## src/tod_pkg.sv

```systemverilog
`timescale 1ns / 1ps
`default_nettype none
// ----------------------------------------------------------------------------
// Time-of-day parser package
// Shared types and constants for the character-at-a-time time-of-day parser:
// the parse phase codes, the parser state record and the result record.
// ----------------------------------------------------------------------------
package tod_pkg;

	// Parse phases. Codes 11..15 are unused and act like the drop phase.
	typedef enum logic [3:0] {
		PH_MARKER = 4'd0,
		PH_HOUR   = 4'd1,
		PH_MIN    = 4'd2,
		PH_SEC    = 4'd3,
		PH_SUF_H  = 4'd4,
		PH_SUF_M  = 4'd5,
		PH_SUF_S  = 4'd6,
		PH_END_H  = 4'd7,
		PH_END_M  = 4'd8,
		PH_END_S  = 4'd9,
		PH_DROP   = 4'd10
	} tod_phase_t;

	// Character codes.
	localparam logic [7:0] CH_ZERO  = 8'h30;
	localparam logic [7:0] CH_NINE  = 8'h39;
	localparam logic [7:0] CH_COLON = 8'h3A;
	localparam logic [7:0] CH_A     = 8'h61;
	localparam logic [7:0] CH_P     = 8'h70;
	localparam logic [7:0] CH_M     = 8'h6D;
	localparam logic [7:0] CH_UP_A  = 8'h41;
	localparam logic [7:0] CH_UP_Z  = 8'h5A;
	localparam logic [7:0] CH_SPACE = 8'h20;
	localparam logic [7:0] CH_NUL   = 8'h00;
	localparam logic [7:0] CH_TAB   = 8'h09;
	localparam logic [7:0] CH_CR    = 8'h0D;
	localparam logic [7:0] CASE_OFS = 8'h20;

	// Range limits and the afternoon offset.
	localparam logic [6:0] LIMIT_HOUR = 7'd23;
	localparam logic [6:0] LIMIT_MIN  = 7'd59;
	localparam logic [6:0] LIMIT_SEC  = 7'd60;
	localparam logic [6:0] ACC_MAX    = 7'd127;
	localparam logic [4:0] PM_OFFSET  = 5'd12;

	// Field-count codes.
	localparam logic [1:0] FLD_H   = 2'd0;
	localparam logic [1:0] FLD_HM  = 2'd1;
	localparam logic [1:0] FLD_HMS = 2'd2;

	// Parser state carried from one character to the next.
	typedef struct packed {
		tod_phase_t  phase;
		logic [6:0]  accum;
		logic        digit_seen;
		logic [4:0]  held_hour;
		logic [5:0]  held_minute;
		logic        pm_flag;
	} tod_state_t;

	// One parsed result and whether the character produces it.
	typedef struct packed {
		logic        emit;
		logic [4:0]  hour;
		logic [5:0]  minute;
		logic [5:0]  second;
		logic [1:0]  fields_present;
		logic        status;
	} tod_result_t;

	localparam tod_state_t STATE_CLEAR = '{
		phase:       PH_MARKER,
		accum:       7'd0,
		digit_seen:  1'b0,
		held_hour:   5'd0,
		held_minute: 6'd0,
		pm_flag:     1'b0
	};

endpackage
`default_nettype wire

```

## src/time_of_day_text_parser.sv

```systemverilog
`timescale 1ns / 1ps
`default_nettype none
// ----------------------------------------------------------------------------
// Time-of-day text parser
// Takes one text byte per request and reports parsed HH[:MM[:SS]][am|pm]
// strings. Each string starts with a marker byte that is discarded and ends
// at NUL or whitespace; the terminator yields one result request.
//
// Input channel: in_valid / in_stall with char_code. Output channel:
// out_valid / out_stall with hour, minute, second, fields_present, status
// (status 1 flags a format or range error with all other fields zero).
// A byte is captured in an input register; when it advances, the parser
// state is updated by one pass of logic and the result is loaded into the
// output register, which raises out_valid for a terminator. One byte is
// accepted per cycle while the output is not blocked.
// When out_stall holds a pending result, the byte in the input register
// waits and in_stall rises; bytes that give no result still wait for it.
// Reset clears the parser to expect a marker byte and empties both
// registers.
// ----------------------------------------------------------------------------
module time_of_day_text_parser (
	input  wire logic       clk,
	input  wire logic       arst_n,
	input  wire logic       in_valid,
	output logic            in_stall,
	input  wire logic [7:0] char_code,
	output logic            out_valid,
	input  wire logic       out_stall,
	output logic [4:0]      hour,
	output logic [5:0]      minute,
	output logic [5:0]      second,
	output logic [1:0]      fields_present,
	output logic            status
);

	logic                 valid_s1;
	logic [7:0]           char_s1;
	tod_pkg::tod_state_t  state_q;
	tod_pkg::tod_state_t  state_nxt;
	tod_pkg::tod_result_t step_res;
	logic                 out_valid_q;
	tod_pkg::tod_result_t out_q;
	logic                 advance;

	// The captured byte moves on when the output register can take a result.
	assign advance  = valid_s1 && (!out_valid_q || !out_stall);
	assign in_stall = valid_s1 && !advance;

	// Input register.
	always_ff @(posedge clk or negedge arst_n) begin
		if (!arst_n) begin
			valid_s1 <= 1'b0;
		end else if (!in_stall) begin
			valid_s1 <= in_valid;
		end
	end

	always_ff @(posedge clk) begin
		if (in_valid && !in_stall) begin
			char_s1 <= char_code;
		end
	end

	// Parser step.
	tod_step u_step (
		.cur       (state_q),
		.char_code (char_s1),
		.nxt       (state_nxt),
		.res       (step_res)
	);

	always_ff @(posedge clk or negedge arst_n) begin
		if (!arst_n) begin
			state_q <= tod_pkg::STATE_CLEAR;
		end else if (advance) begin
			state_q <= state_nxt;
		end
	end

	// Output register.
	always_ff @(posedge clk or negedge arst_n) begin
		if (!arst_n) begin
			out_valid_q <= 1'b0;
		end else if (advance) begin
			out_valid_q <= step_res.emit;
		end else if (!out_stall) begin
			out_valid_q <= 1'b0;
		end
	end

	always_ff @(posedge clk) begin
		if (advance && step_res.emit) begin
			out_q <= step_res;
		end
	end

	assign out_valid      = out_valid_q;
	assign hour           = out_q.hour;
	assign minute         = out_q.minute;
	assign second         = out_q.second;
	assign fields_present = out_q.fields_present;
	assign status         = out_q.status;

endmodule
`default_nettype wire

```

## src/tod_step.sv

```systemverilog
`timescale 1ns / 1ps
`default_nettype none
// ----------------------------------------------------------------------------
// Time-of-day parser step
// Combinational update of the parser state for one character, together
// with the result that the character produces, if any.
// ----------------------------------------------------------------------------
module tod_step (
	input  wire tod_pkg::tod_state_t  cur,
	input  wire logic [7:0]           char_code,
	output tod_pkg::tod_state_t       nxt,
	output tod_pkg::tod_result_t      res
);

	logic [7:0]  lc;
	logic        is_term;
	logic        is_digit;
	logic        is_colon;
	logic        is_suffix;
	logic [10:0] acc_prod;
	logic [6:0]  acc_sat;
	logic [6:0]  limit;
	logic        num_ok;
	logic        emit_ok;
	logic        emit_err;
	logic [1:0]  fld;
	logic [4:0]  hour_base;
	logic [5:0]  minute_base;

	// Character classes.
	assign lc = (char_code >= tod_pkg::CH_UP_A && char_code <= tod_pkg::CH_UP_Z) ?
		char_code + tod_pkg::CASE_OFS : char_code;
	assign is_term = (char_code == tod_pkg::CH_NUL) || (char_code == tod_pkg::CH_SPACE) ||
		(char_code >= tod_pkg::CH_TAB && char_code <= tod_pkg::CH_CR);
	assign is_digit  = (char_code >= tod_pkg::CH_ZERO) && (char_code <= tod_pkg::CH_NINE);
	assign is_colon  = (char_code == tod_pkg::CH_COLON);
	assign is_suffix = (lc == tod_pkg::CH_A) || (lc == tod_pkg::CH_P);

	// Decimal accumulate (times ten plus digit), saturating at the register maximum.
	assign acc_prod = {1'b0, cur.accum, 3'b000} + {3'b000, cur.accum, 1'b0} +
		{7'd0, char_code[3:0] - tod_pkg::CH_ZERO[3:0]};
	assign acc_sat = (acc_prod > {4'd0, tod_pkg::ACC_MAX}) ? tod_pkg::ACC_MAX : acc_prod[6:0];

	// The range check that applies to the number being read.
	always_comb begin
		case (cur.phase)
			tod_pkg::PH_HOUR: limit = tod_pkg::LIMIT_HOUR;
			tod_pkg::PH_MIN:  limit = tod_pkg::LIMIT_MIN;
			default:          limit = tod_pkg::LIMIT_SEC;
		endcase
	end
	assign num_ok = cur.digit_seen && (cur.accum <= limit);

	// Next state.
	always_comb begin
		nxt = cur;
		case (cur.phase)
			tod_pkg::PH_MARKER: begin
				if (is_term) begin
					nxt = tod_pkg::STATE_CLEAR;
				end else begin
					nxt.phase      = tod_pkg::PH_HOUR;
					nxt.accum      = 7'd0;
					nxt.digit_seen = 1'b0;
				end
			end
			tod_pkg::PH_HOUR, tod_pkg::PH_MIN, tod_pkg::PH_SEC: begin
				if (is_digit) begin
					nxt.accum      = acc_sat;
					nxt.digit_seen = 1'b1;
				end else if (!is_term && !is_colon && !is_suffix) begin
					nxt.phase = tod_pkg::PH_DROP;
				end else if (!num_ok) begin
					if (is_term) begin
						nxt = tod_pkg::STATE_CLEAR;
					end else begin
						nxt.phase = tod_pkg::PH_DROP;
					end
				end else if (is_term) begin
					nxt = tod_pkg::STATE_CLEAR;
				end else begin
					// Bank the finished field.
					if (cur.phase == tod_pkg::PH_HOUR) begin
						nxt.held_hour = cur.accum[4:0];
					end
					if (cur.phase == tod_pkg::PH_MIN) begin
						nxt.held_minute = cur.accum[5:0];
					end
					if (is_colon) begin
						case (cur.phase)
							tod_pkg::PH_HOUR: nxt.phase = tod_pkg::PH_MIN;
							tod_pkg::PH_MIN:  nxt.phase = tod_pkg::PH_SEC;
							default:          nxt.phase = tod_pkg::PH_DROP;
						endcase
						if (cur.phase != tod_pkg::PH_SEC) begin
							nxt.accum      = 7'd0;
							nxt.digit_seen = 1'b0;
						end
					end else begin
						nxt.pm_flag = (lc == tod_pkg::CH_P);
						case (cur.phase)
							tod_pkg::PH_HOUR: nxt.phase = tod_pkg::PH_SUF_H;
							tod_pkg::PH_MIN:  nxt.phase = tod_pkg::PH_SUF_M;
							default:          nxt.phase = tod_pkg::PH_SUF_S;
						endcase
					end
				end
			end
			tod_pkg::PH_SUF_H, tod_pkg::PH_SUF_M, tod_pkg::PH_SUF_S: begin
				if (is_term) begin
					nxt = tod_pkg::STATE_CLEAR;
				end else if (lc == tod_pkg::CH_M) begin
					case (cur.phase)
						tod_pkg::PH_SUF_H: nxt.phase = tod_pkg::PH_END_H;
						tod_pkg::PH_SUF_M: nxt.phase = tod_pkg::PH_END_M;
						default:           nxt.phase = tod_pkg::PH_END_S;
					endcase
				end else begin
					nxt.phase = tod_pkg::PH_DROP;
				end
			end
			tod_pkg::PH_END_H, tod_pkg::PH_END_M, tod_pkg::PH_END_S: begin
				if (is_term) begin
					nxt = tod_pkg::STATE_CLEAR;
				end else begin
					nxt.phase = tod_pkg::PH_DROP;
				end
			end
			default: begin
				if (is_term) begin
					nxt = tod_pkg::STATE_CLEAR;
				end else begin
					nxt.phase = tod_pkg::PH_DROP;
				end
			end
		endcase
	end

	// Decide whether a result is produced and how many fields it carries.
	always_comb begin
		emit_ok  = 1'b0;
		emit_err = 1'b0;
		fld      = tod_pkg::FLD_H;
		case (cur.phase)
			tod_pkg::PH_MARKER: begin
				emit_err = is_term;
			end
			tod_pkg::PH_HOUR, tod_pkg::PH_MIN, tod_pkg::PH_SEC: begin
				emit_ok  = is_term && num_ok;
				emit_err = is_term && !num_ok;
				case (cur.phase)
					tod_pkg::PH_HOUR: fld = tod_pkg::FLD_H;
					tod_pkg::PH_MIN:  fld = tod_pkg::FLD_HM;
					default:          fld = tod_pkg::FLD_HMS;
				endcase
			end
			tod_pkg::PH_SUF_H, tod_pkg::PH_END_H: begin
				emit_ok = is_term;
				fld     = tod_pkg::FLD_H;
			end
			tod_pkg::PH_SUF_M, tod_pkg::PH_END_M: begin
				emit_ok = is_term;
				fld     = tod_pkg::FLD_HM;
			end
			tod_pkg::PH_SUF_S, tod_pkg::PH_END_S: begin
				emit_ok = is_term;
				fld     = tod_pkg::FLD_HMS;
			end
			default: begin
				emit_err = is_term;
			end
		endcase
	end

	// A number ended by the terminator has not been banked yet, so take it directly.
	assign hour_base   = (cur.phase == tod_pkg::PH_HOUR) ? cur.accum[4:0] : cur.held_hour;
	assign minute_base = (cur.phase == tod_pkg::PH_MIN) ? cur.accum[5:0] : cur.held_minute;

	// Assemble the result fields; an error carries zeros.
	always_comb begin
		res        = '0;
		res.emit   = emit_ok || emit_err;
		res.status = emit_err;
		if (emit_ok) begin
			res.hour = (cur.pm_flag && hour_base < tod_pkg::PM_OFFSET) ?
				hour_base + tod_pkg::PM_OFFSET : hour_base;
			res.minute         = (fld != tod_pkg::FLD_H) ? minute_base : 6'd0;
			res.second         = (fld == tod_pkg::FLD_HMS) ? cur.accum[5:0] : 6'd0;
			res.fields_present = fld;
		end
	end

endmodule
`default_nettype wire
```

## config.mk

```make
export PLATFORM = sky130hd
export DESIGN_NAME = time_of_day_text_parser
export DESIGN_NICKNAME = d
export VERILOG_FILES = /design/src/tod_pkg.sv /design/src/time_of_day_text_parser.sv /design/src/tod_step.sv
export SDC_FILE = /design/constraint.sdc
export NUM_CORES = 1
export LEC_CHECK = 0
export BUFFER_PORTS_ARGS = -buffer_cell sky130_fd_sc_hd__buf_4
export CAP_MARGIN = 0
export CORE_MARGIN = 1
export CORE_UTILIZATION = 57
export DETAILED_ROUTE_END_ITERATION = 16
export PLACE_DENSITY_LB_ADDON = 0.3
export SETUP_SLACK_MARGIN = 0.3
export SYNTH_ARGS = -nofsm -noshare
export SYNTH_HDL_FRONTEND = slang
export SYNTH_SLANG_ARGS = --single-unit
```

## constraint.sdc

```tcl
create_clock -name clk -period 4.3 [get_ports clk]
set_clock_uncertainty 0.1 [all_clocks]
set_input_delay 0.645 -clock clk [delete_from_list [all_inputs] [get_ports clk]]
set_output_delay 0.645 -clock clk [all_outputs]
set_load 0.01 [all_outputs]
```

## Yosys cells after proc, flatten, opt, wreduce, memory -nomap -nowiden

Index checks and enable logic that the tools add are counted.

| word-level totals | value |
|---|---|
| output and inout port bits | 22 |
| logic and storage cells | 124 |
| flip-flop bits (word level) | 54 |
| input port bits | 12 |

| cells by class | value |
|---|---|
| eq/ne operators | 24 |
| reductions and logical operators | 40 |
| magnitude comparators | 9 |
| add/sub/neg operators | 4 |
| muxes and demuxes | 33 |

Operators with widths:

| cell | number |
|---|---|
| $pmux 24 s3 | 1 |
| $mux 24 | 2 |
| $mux 20 | 2 |
| $mux 8 | 4 |
| $eq 8x7->1 const B | 3 |
| $mux 12 | 2 |
| $mux 4 | 6 |
| $eq 4x3->1 const B | 4 |
| $eq 8x6->1 const B | 2 |
| $pmux 4 s2 | 2 |
| $logic_and 1x1->1 | 13 |
| $pmux 6 s2 | 1 |
| $add 10x8->11 | 1 |
| $add 11x4->11 | 1 |
| $gt 11x7->1 const B | 1 |
| $mux 5 | 2 |
| $mux 9 | 1 |
| $add 8x6->8 const B | 1 |
| $eq 4x2->1 const B | 2 |
| $eq 4x4->1 const B | 2 |
| $ge 8x4->1 const B | 1 |
| $ge 8x6->1 const B | 1 |
| $ge 8x7->1 const B | 1 |
| $le 8x4->1 const B | 1 |
| 31 further kinds | 53 |

## Longest topological paths before layout

Gate-level depths: netlist (run 1).

| logic depth | value |
|---|---|
| depth after elaboration | 10 |
| depth in mapped cells | 13 |
| gate-level depth less buffers | 11 |

## Modules after synthesis

Synthesis (run 1) repeated with hierarchy kept, for this count alone.

| second synthesis, totals | value |
|---|---|
| cell total of the unflattened synthesis | 333 |
| area, all modules | 3584.7 um^2 |

By module, submodules not included:

| module | area each (um^2) | cells an instance | seq. area each (um^2) | times used |
|---|---|---|---|---|
| time_of_day_text_parser | 1844.3 | 89 | 1491.4 | 1 |
| tod_step | 1740.4 | 244 | 0.0 | 1 |

## Least setup slack after synthesis (run 1)

OpenSTA, ideal clock, no wires.

| timing path | value |
|---|---|
| path type | flip-flop to flip-flop |
| start point | reg state_q[23] (netlist bit) |
| end point | reg out_q, in the netlist second[1] (data pin) |
| data arrival time | 2.910 ns |
| required time | 3.945 ns |
| path slack | 1.035 ns |
| path buffers | 1 |
| setup time | 0.255 ns |
| cell stages (with the launch flop) | 12 |
| clock period less this slack | 3.265 ns |
| cells stage by stage | dfrtp_1 clkbuf_1 or2_2 nor3_2 ha_1 and4_1 a31oi_1 o22ai_1 a31o_2 a32oi_1 nor2_1 and2_1 |

| on the way | value |
|---|---|
| longest elaborated chain between the ends | 7 |
| elaborated cells on any way between the ends | 22 |
| classes of those cells | 1 x order compare; 10 x eq/ne; 4 x mux; 7 x reduce/logical |

Ends and longest elaborated chain:

| element | RTL line | source |
|---|---|---|
| from (decl) | time_of_day_text_parser.sv:38 | `tod_pkg::tod_state_t state_q;` |
| from (signal assigned) | time_of_day_text_parser.sv:74 | `state_q <= tod_pkg::STATE_CLEAR;` |
| from (signal assigned) | time_of_day_text_parser.sv:76 | `state_q <= state_nxt;` |
| $eq 4x2->1 or $eq 4x1->1 (tied branches) | tod_step.sv:46, tod_step.sv:144, tod_step.sv:151 |  |
| $pmux 6 s2 | tod_step.sv:46 | `case (cur.phase)` |
| $le 7x6->1 | tod_step.sv:52 | `assign num_ok = cur.digit_seen && (cur.accum <= limit);` |
| $logic_and 1x1->1 | tod_step.sv:52 |  |
| $logic_and 1x1->1 | tod_step.sv:149 | `emit_ok = is_term && num_ok;` |
| $pmux 1 s2 | tod_step.sv:144 | `case (cur.phase)` |
| $reduce_and 2->1 (no source line) * | n/a |  |
| to (signal assigned) | time_of_day_text_parser.sv:93 | `out_q <= step_res;` |
| to (decl) | time_of_day_text_parser.sv:42 | `tod_pkg::tod_result_t out_q;` |

Every way passes the cells marked *; elsewhere a longest branch is shown, timed or not.
A chain may end at the register's enable or synchronous reset.

## Worst setup path in the final report (run 1)

| timing path | value |
|---|---|
| start point | reg state_q[23] (netlist bit) |
| end point | reg state_q[2] (netlist bit) |

| on the way | value |
|---|---|
| longest elaborated chain between the ends | 8 |
| elaborated cells on any way between the ends | 22 |
| classes of those cells | 1 x order compare; 9 x eq/ne; 7 x mux; 5 x reduce/logical |

Ends and longest elaborated chain:

| element | RTL line | source |
|---|---|---|
| $eq 4x2->1 or $eq 4x1->1 (tied branches) | tod_step.sv:46, tod_step.sv:57, tod_step.sv:86 |  |
| $pmux 6 s2 | tod_step.sv:46 |  |
| $le 7x6->1 | tod_step.sv:52 |  |
| $logic_and 1x1->1 | tod_step.sv:52 |  |
| $mux 24 | tod_step.sv:73 | `end else if (!num_ok) begin` |
| $mux 20 | tod_step.sv:71 | `end else if (!is_term && !is_colon && !is_suffix) begin` |
| $mux 12 | tod_step.sv:68 | `if (is_digit) begin` |
| $pmux 24 s3 | tod_step.sv:57 | `case (cur.phase)` |

Parallel ways exist; a longest one is shown, timed or not. The select of a mux whose other input is x is not followed.

==> flow_summary.json, run 1 <==
{
  "status": "complete, no violations",
  "yosysUniqueCellTypes": 65,
  "pre_cts_slack_ns": 0.5649,
  "syn_nets": 358,
  "drv_cap": 0,
  "cts.path.max_buffers": 2,
  "drt_iter0_markers": 230,
  "sw_frac_of_total": 0.4217,
  "clockPowerShare": 0.150,
  "antenna_found_initial": 0,
  "die_area_mm2": 0.006171,
  "syn_area_mm2": 0.003341,
  "first_global_vias": 2512,
  "p_int_uw": 1155,
  "p_sw_uw": 842.2,
  "p_leak_uw": 0.001574,
  "cp.arrival_ns": 3.96,
  "clkLatencyLatePin_ns": 0.31,
  "vias_per_cell": 6.207,
  "worstSetupPathType": "register to register",
  "globalRouteTotalUtil": 0.2509,
  "clock_sinks": 54,
  "rrSetupSlack_ns": 0.45,
  "worst_hold_path_type": "input port to asynchronous set/reset pin",
  "path_max_fanout": 10,
  "clock-root-buffer": "clkbuf_8",
  "finalCritPeriodShare": 0.8948,
  "fmax_mhz": 259.9,
  "grt-ovfl-total": 0,
  "grt_pass1_wl_mm": 11.90,
  "cts_buffers": 5,
  "setup_viol": 0,
  "port_buffers": 33,
  "dp_hpwl_mm": 5.245,
  "syn_inst": 323,
  "cp-start-kind": "register",
  "final_hold_viol_count": 0,
  "rsz0062_at_grt": "true",
  "final_cell_mix": "buf_4 (36), edfxtp_1 (28), nand2_1 (27)",
  "syn-mean-instance-area_um2": 10.34,
  "synth-warning-count": 0,
  "required_ns": 4.41,
  "final_common_cell": "buf_4",
  "ant_nets": 0,
  "whs_ns": 0.1218,
  "synth-seq-area-share": 0.4464,
  "dr_total_vias": 2663,
  "peakVddDrop_mv": 0.4391,
  "chipWidth_um": 78.56,
  "cts_tree": "yes",
  "power_density_mw_per_mm2": 533.0,
  "start_util": 0.5993,
  "drt_wl_total_mm": 7.061,
  "worst_pin_slew_ns": 0.6210,
  "route.detailed.drc": 0,
  "h-tree-depth": 2,
  "rows": 27,
  "place.gp.congestion": 0.9158,
  "worst_slack_ns": 0.4522,
  "fin_nets": 391,
  "fp.dieH_um": 78.56,
  "ys_ff_latch": 54,
  "routedWlPerCell_um": 16.46,
  "coreArea_mm2": 0.005574,
  "relSlewSlack": 0.5826,
  "path_clk_slew_ns": 0.10,
  "dr.pass1.iters": 5,
  "ioPinCount": 34,
  "antennaDiodeCount": 0,
  "synth_ff_type": "edfxtp_1",
  "setup_tns_ns": 0,
  "critPathCaptureType": "register",
  "p_seq_frac": 0.381,
  "power.share.combinational": 0.469,
  "syn_to_final_growth_pct": 12.17,
  "grt_max_degree": 27,
  "post-route-min-period_ns": 3.848,
  "post_cts_buffers": 0,
  "drive_gt1_frac": 0.1849,
  "slew_violations": 0,
  "synth-edff-count": 28,
  "async_reset_ff_frac": 0.4815
}
-- power by group through the flow --
stage | Clock (uW) | Combinational, uW | Sequential, uW
final | 299 | 937 | 762
after global routing | 322 | 1070 | 774
after CTS | 302 | 919 | 757
after detailed placement | 0 | 912 | 768
after global placement | 0 | 877 | 763
after floorplan | 0 | 757 | 700
-- layout make-up --
cell class / count / area [um2]
clock buffers: 5 / 68.82
clock inverters: 3 / 26.28
fillers: 446 / 1827
inverters: 24 / 90.09
multi-input cells: 235 / 1710
flip-flops and latches: 54 / 1491
well taps: 72 / 90.09
repair buffers: 36 / 270.3
-- path summary, 6_finish.rpt --
path | start | end | cells after the start
hold / removal | arst_n | state_q[7]$_DFFE_PN0P_ | 1
setup / recovery | state_q[23]$_DFFE_PN0P_ | state_q[2]$_DFFE_PN0P_ | 11
hold reg to reg | state_q[10]$_DFFE_PN0P_ | state_q[10]$_DFFE_PN0P_ | 1
min in group clk | char_code[5] | char_s1[5]$_DFFE_PP_ | 1
max in group asynchronous | arst_n | state_q[21]$_DFFE_PN0P_ | 1
setup reg to reg | state_q[23]$_DFFE_PN0P_ | state_q[2]$_DFFE_PN0P_ | 11
-- state kept, by name (all words and copies together), names as in the netlist --
signal / cells
hour: 5
state_q: 24
fields_present: 2
valid_s1: 1
out_valid: 1
second: 6
minute: 6
char_s1: 8
status: 1
-- synth_stat cells, drive strengths merged (7+ instances only) --
cell / number / area share
ha: 21 / 0.079
a21o: 8 / 0.018
and2: 10 / 0.019
inv: 24 / 0.027
nand2: 27 / 0.030
edfxtp: 28 / 0.25
a22oi: 7 / 0.016
nor3: 8 / 0.013
a21oi: 17 / 0.025
dfrtp: 26 / 0.19
mux2i: 9 / 0.027
o21ai: 17 / 0.029
nor2: 25 / 0.028
a22o: 10 / 0.026
-- cell families after synthesis --
kind of cell | Yosys count | synth area share
simple gates | 100 | 0.1618
flops | 54 | 0.4464
fa+ha+maj | 24 | 0.09363
xor+xnor | 4 | 0.01049
compound gates | 98 | 0.2169
buf+inv | 34 | 0.04382
mux | 9 | 0.02697
-- through the flow --
step	area (um2)	instances	utilization	power (uW)
2_1_floorplan	3341	323	-	1457
3_3_place_gp	3645	421	0.6539	1640
3_5_place_dp	3645	421	0.6539	1680
4_1_cts	3740	429	0.6709	1978
5_1_grt	3747	429	0.6723	2162
6_report	3747	429	0.6723	1997
-- worst max-delay path, cell delays in order, from the launching register on --
cell and delay [ns]:
dfrtp_1 0.49, nor2_1 0.48, nand2_1 0.33, inv_1 0.23, ha_1 0.27, a21oi_1 0.14, a31oi_1 0.05, o22ai_1 0.51
nand2_1 0.31, a211oi_1 0.41, o21ai_2 0.15, a22o_1 0.26
-- per-layer routing --
metal / GRT usage / vias to the layer above / wire, um
met3: 0.02907 / 19 / 388
li1: - / 1274 / -
met2: 0.4235 / 129 / 3480
met1: 0.3242 / 1241 / 3010
met5: 0 / - / 0
met4: 0.1093 / 0 / 182
-- timing repair --
item,CTS,global route
hold buffers,0,0
endpoints found under the setup margin,0,7
resized for setup,0,2
Note: power is estimated with default switching activity, not from simulation.
==> inputs of run 2 (changes only) <==
--- a/config.mk
+++ b/config.mk
@@ -5,6 +5,7 @@
 export SDC_FILE = /design/constraint.sdc
 export NUM_CORES = 1
 export LEC_CHECK = 0
+export ABC_AREA = 1
 export BUFFER_PORTS_ARGS = -buffer_cell sky130_fd_sc_hd__buf_4
 export CAP_MARGIN = 0
 export CORE_MARGIN = 1
==> run 2 against run 1 <==
Compared with the run above: global-route usage is 0.57 points higher; die area is 14% higher; non-clock buffer count is 2 lower; clock power hardly changed; sequential power is 8.8% lower; sequential share of layout area is 4.6 points lower; largest power group unchanged.
==> flow_summary.json, run 2 <==
{
  "fp.dieH_um": 84.01,
  "rsz0062_at_grt": "false",
  "final_common_cell": "nand2_1",
  "post-route-util": 0.6591,
  "status": "complete, no violations",
  "critPathCaptureType": "register",
  "syn_to_final_growth_pct": 10.41,
  "cts.path.max_buffers": 2,
  "vias_per_cell": 5.512,
  "antenna_found_initial": 0,
  "setup_tns_ns": 0,
  "drive_gt1_frac": 0.1798,
  "synthTopCellsByArea": "edfxtp_1 (22%), dfrtp_1 (17%), nand2_1 (13%)",
  "yosysTopAreaCellShare": 0.2193,
  "worst_slack_ns": 0.7058,
  "grt_max_degree": 27,
  "syn_inst": 499,
  "die_area_mm2": 0.007058,
  "clkLatencyLatePin_ns": 0.31,
  "syn_nets": 534,
  "synth-warning-count": 0,
  "ant_nets": 0,
  "synth_ff_type": "edfxtp_1",
  "yosysUniqueCellTypes": 42,
  "clock-root-buffer": "clkbuf_8",
  "syn-mean-instance-area_um2": 7.683,
  "rows": 29,
  "ys_ff_latch": 54,
  "finalCritPeriodShare": 0.8359,
  "yosysMostFrequentCell": "nand2_1",
  "ioPinCount": 34,
  "clock_sinks": 54,
  "antennaDiodeCount": 0,
  "synth-edff-count": 28,
  "syn_area_mm2": 0.003834,
  "post_cts_buffers": 0,
  "power_density_mw_per_mm2": 417.0,
  "dr.pass1.iters": 7,
  "cts_buffers": 5,
  "globalRouteTotalUtil": 0.2567,
  "fmax_mhz": 278.2,
  "grt_pass1_wl_mm": 14.59,
  "chipWidth_um": 84.01,
  "cts_resized": 0,
  "coreArea_mm2": 0.006422,
  "required_ns": 4.27,
  "h-tree-depth": 2,
  "place.gp.congestion": 0.9331,
  "synth-seq-area-share": 0.3890,
  "cts_tree": "yes",
  "route.detailed.drc": 0,
  "cp.arrival_ns": 3.57,
  "largest_reg_flops": 24,
  "dr_total_vias": 3368,
  "pre_cts_slack_ns": 0.6691,
  "port_buffers": 33,
  "dp_hpwl_mm": 6.482,
  "worstSetupPathType": "register to register",
  "drt_wl_total_mm": 8.390,
  "yosysTopAreaCell": "edfxtp_1",
  "slew_violations": 0,
  "cp-start-kind": "register",
  "p_leak_uw": 0.002041,
  "start_util": 0.5969,
  "post-route-min-period_ns": 3.594,
  "path_max_fanout": 13,
  "worst_pin_slew_ns": 0.6655,
  "grt-ovfl-total": 0,
  "relSlewSlack": 0.5558,
  "regMostFlops": "state_q",
  "synthTopCellsByCount": "nand2_1 (134), inv_1 (60), nor2_1 (57), nand3_1 (38), edfxtp_1 (28)",
  "first_global_vias": 3190,
  "fin_nets": 568,
  "setup_viol": 0,
  "peakVddDrop_mv": 0.2746,
  "final_cell_mix": "nand2_1 (132), inv_1 (60), nor2_1 (57)",
  "drt_iter0_markers": 224,
  "drv_cap": 0,
  "hold_buffers": 0,
  "final_hold_viol_count": 0,
  "worst_hold_path_type": "input port to asynchronous set/reset pin",
  "path_clk_slew_ns": 0.11,
  "top_regs": "state_q x24, char_s1 x8",
  "routedWlPerCell_um": 13.73,
  "async_reset_ff_frac": 0.4815
}
[run 2: cell types whose count changed in the layout (fill, tap and decap cells not counted), moves of 7 or more]
cell / before / now
nand2_1: 27 / 132
a21o_1: 8 / 0
a22o_1: 10 / 0
mux2i_1: 9 / 0
nor2_1: 24 / 57
and2_1: 10 / 2
nand2_2: 0 / 16
inv_2: 3 / 10
o21a_1: 0 / 8
nand3_1: 3 / 38
inv_1: 21 / 60
[run 2: through the flow]
step	area, um2	total power (uW)	std cells	hold slack [ns]
4_1_cts	4228	1759	611	0.1322
5_1_grt	4233	1907	611	0.1428
6_report	4233	1765	611	0.1194
2_1_floorplan	3834	1275	499	0.2494
3_3_place_gp	4133	1437	603	0.3885
3_5_place_dp	4133	1458	603	0.3929
[run 2: area by class of cell]
class                      count  area [um2]
timing repair buffer          34       255.2
clock inverter                 3       26.28
inverter                      72       270.3
multi-input combinational    366        2024
sequential                    54        1491
tap                           77       96.34
fill                         542        2190
clock buffer                   5       68.82
[run 2: where the power goes]
part / switching [uW] / leakage, uW / internal [uW]
Clock: 180 / 0.0000491 / 120
Sequential: 85.3 / 0.000615 / 609
Combinational: 513 / 0.00138 / 258
Total: 778 / 0.00204 / 987
[run 2: worst max-delay path: stages (launching register included)]
cell and delay, ns:
dfrtp_1 0.45, nor2_4 0.21, inv_2 0.15, nor2_4 0.19, inv_2 0.10, nand2_1 0.11
inv_1 0.07, ha_1 0.27, nand2_1 0.06, o21ai_0 0.19, nand4_1 0.11, nand2_1 0.07
nand2_1 0.08, nand2_2 0.22, inv_2 0.06, nand2_1 0.08, nand3_1 0.10, nand2_1 0.23
nor2_1 0.11, nor2_1 0.32, nor2_1 0.08
[run 2: logic make-up (layout without fill, tap and decap cells)]
group / after synthesis / after routing / synth area share
DFF: 54 / 54 / 0.3890
xor gates and xnor gates: 5 / 5 / 0.01142
buffers and inverters: 79 / 114 / 0.08421
adders and majority gates: 23 / 23 / 0.07898
and+or+nand+nor: 279 / 279 / 0.3378
AOI/OAI and AO/OA: 59 / 59 / 0.09857
[run 2: path summary, 6_finish.rpt]
path	from	endpoint	slack, ns	depth (start not counted)
max	state_q[23]$_DFFE_PN0P_	minute[3]$_SDFFCE_PN0P_	0.71	20
min	arst_n	state_q[6]$_DFFE_PN0P_	0.12	1
max reg2reg	state_q[23]$_DFFE_PN0P_	minute[3]$_SDFFCE_PN0P_	0.71	20
min reg2reg	state_q[11]$_DFFE_PN0P_	state_q[11]$_DFFE_PN0P_	0.42	2
max in group asynchronous	arst_n	valid_s1$_DFFE_PN0N_	3.71	1
min in group clk	char_code[0]	char_s1[0]$_DFFE_PP_	0.41	1
[run 2: layer usage]
layer	track usage	vias to the layer above	part of all wire
li1	-	1684	-
met1	0.3477	1541	0.45
met2	0.4285	126	0.47
met3	0.03956	17	0.059
met4	0.07053	0	0.017
met5	0	-	0
==> inputs of run 3 (changes only) <==
--- a/config.mk
+++ b/config.mk
@@ -9,7 +9,7 @@
 export BUFFER_PORTS_ARGS = -buffer_cell sky130_fd_sc_hd__buf_4
 export CAP_MARGIN = 0
 export CORE_MARGIN = 1
-export CORE_UTILIZATION = 57
+export CORE_UTILIZATION = 54
 export DETAILED_ROUTE_END_ITERATION = 16
 export PLACE_DENSITY_LB_ADDON = 0.3
 export SETUP_SLACK_MARGIN = 0.3
==> constraint.sdc (replaced) <==
create_clock -name clk -period 3 [get_ports clk]
set_clock_uncertainty 0.1 [all_clocks]
set_input_delay 0.45 -clock clk [delete_from_list [all_inputs] [get_ports clk]]
set_output_delay 0.45 -clock clk [all_outputs]
set_load 0.01 [all_outputs]
==> run 3 against run 2 <==
Compared with the run above: worst setup slack lost 0.51 ns; sequential share of layout area shrank 4.3 points; flip-flop and latch count is the same; sequential power grew 40%.
==> flow_summary.json, run 3 (same netlist as run 2, synthesis figures left out) <==
{
  "worstPathCellList": "inv_2, fa_2, inv_2, ha_4, nand3_2, nand2_2, nand2_2, o21ai_2, xor2_1, nand2_1, nor2_4, nand3_2, nand2_1, nand2_1, nand3_1, nand2_1",
  "setup_viol": 0,
  "port_buffers": 33,
  "critPathCaptureType": "register",
  "fp.dieH_um": 86.26,
  "h-tree-depth": 2,
  "route.detailed.drc": 0,
  "globalRouteTotalUtil": 0.2579,
  "clock_sinks": 54,
  "antenna_found_initial": 0,
  "cpMostUsedCell": "nand2_1",
  "cp_slowest_stage_delay_ns": 0.60,
  "grt_pass1_wl_mm": 14.93,
  "cp.arrival_ns": 2.92,
  "vias_per_cell": 5.467,
  "slew_violations": 0,
  "clock-root-buffer": "clkbuf_8",
  "finalNonFillerCells": 670,
  "drt_iter0_markers": 336,
  "cts.path.max_buffers": 2,
  "final_common_cell": "nand2_1",
  "die_area_mm2": 0.007440,
  "ioPinCount": 34,
  "chipWidth_um": 86.26,
  "required_ns": 3.12,
  "syn_to_final_growth_pct": 25.65,
  "rows": 30,
  "path_max_fanout": 7,
  "relSlewSlack": 0.7022,
  "worst_slack_ns": 0.1996,
  "pre_cts_slack_ns": 0.07667,
  "worst_hold_path_type": "input port to register",
  "post-route-min-period_ns": 2.800,
  "drv_cap": 0,
  "grt_max_degree": 27,
  "cts_buffers": 5,
  "stdcell_area_mm2": 0.004817,
  "fin_nets": 608,
  "first_global_vias": 3301,
  "drive_gt1_frac": 0.3136,
  "peakVddDrop_mv": 0.4691,
  "ant_nets": 0,
  "drt_wl_total_mm": 9.815,
  "final_hold_viol_count": 0,
  "top_regs": "state_q x24, char_s1 x8",
  "place.gp.congestion": 0.9305,
  "largest_reg_flops": 24,
  "placed_area_mm2": 0.004299,
  "start_util": 0.5612,
  "dr_total_vias": 3663,
  "dp_hpwl_mm": 6.634,
  "cts_tree": "yes",
  "final.fill_count": 526,
  "routedWlPerCell_um": 14.65,
  "fmax_mhz": 357.1,
  "finalCritPeriodShare": 0.9335,
  "path_clk_slew_ns": 0.10,
  "p_leak_uw": 0.002308,
  "placed_cells": 638,
  "cp-start-kind": "register",
  "status": "complete, no violations",
  "antennaDiodeCount": 0,
  "coreArea_mm2": 0.006832,
  "dr.pass1.iters": 6,
  "worst_pin_slew_ns": 0.4421,
  "clkLatencyLatePin_ns": 0.32,
  "final_cell_mix": "nand2_1 (121), buf_4 (66), inv_1 (51)",
  "worstSetupPathType": "register to register",
  "grt-ovfl-total": 0,
  "worst_path_max_delay_cell": "fa_2",
  "power_density_mw_per_mm2": 632.3,
  "regMostFlops": "state_q",
  "rsz0062_at_grt": "true"
}
==> run 3: worst max-delay path: cells and delay by family (launching register included) <==
kind,cells,cell delay (ns)
AOI/OAI and AO/OA,1,0.15
xor gates and xnor gates,1,0.14
adders and majority gates,2,0.85
buffers and inverters,2,0.10
DFF,1,0.39
and+or+nand+nor,10,0.97
==> run 3: through the flow <==
stage          utilization  hold WS, ns  TNS [ns]  power [uW]
6_report            0.7051       0.1994         0        3046
5_1_grt             0.7051       0.1843  -0.01017        3236
4_1_cts             0.6654       0.1945         0        2761
3_5_place_dp        0.6293       0.2911         0        2163
3_3_place_gp        0.6293       0.2886         0        2139
2_1_floorplan            -      0.05441         0        1842
==> run 3: worst paths after layout <==
kind                                         from                      end  slack, ns  cells after the start
max                          char_s1[3]$_DFFE_PP_  state_q[17]$_DFFE_PN0P_       0.20                     16
max reg2reg                  char_s1[3]$_DFFE_PP_  state_q[17]$_DFFE_PN0P_       0.20                     16
max in group asynchronous                  arst_n   state_q[9]$_DFFE_PN0P_       2.05                      2
min in group asynchronous                  arst_n   state_q[1]$_DFFE_PN0P_       0.48                      2
min                                  char_code[4]     char_s1[4]$_DFFE_PP_       0.20                      1
min reg2reg                state_q[7]$_DFFE_PN0P_   state_q[7]$_DFFE_PN0P_       0.42                      2
==> run 3: layout make-up <==
type / instances / area [um2] / share of cell area
multi-input combinational: 368 / 2245 / 0.4660
timing repair buffer: 72 / 574.3 / 0.1192
inverter: 72 / 272.8 / 0.05662
sequential: 54 / 1491 / 0.3096
tap: 96 / 120.1 / 0.02494
clock buffer: 5 / 68.82 / 0.01429
clock inverter: 3 / 45.04 / 0.009351
==> run 3: power breakdown <==
group / internal (uW) / leakage, uW / switching, uW
Clock: 248 / 0.0000504 / 253
Combinational: 616 / 0.00164 / 952
Sequential: 873 / 0.000615 / 103
Total: 1740 / 0.00231 / 1310
==> run 3: per-layer routing <==
| metal | part of all wire | GRT usage | vias to the layer above | wire (um) |
|---|---|---|---|---|
| met5 | 0 | 0 | - | 0 |
| met3 | 0.059 | 0.04762 | 27 | 579 |
| met2 | 0.50 | 0.4452 | 127 | 4915 |
| met4 | 0.020 | 0.06818 | 0 | 194 |
| li1 | - | - | 1773 | - |
| met1 | 0.42 | 0.3342 | 1736 | 4124 |
==> run 3: what timing repair did <==
| item | 4_1_cts | 5_1_grt |
|---|---|---|
| cloned | 0 | 2 |
| setup endpoints to repair | 31 | 38 |
| resized for setup | 13 | 49 |
| hold buffers | 1 | 0 |
| buffers inserted | 11 | 10 |
| pin swaps | 12 | 36 |
| endpoints found under the hold margin | 26 | 0 |
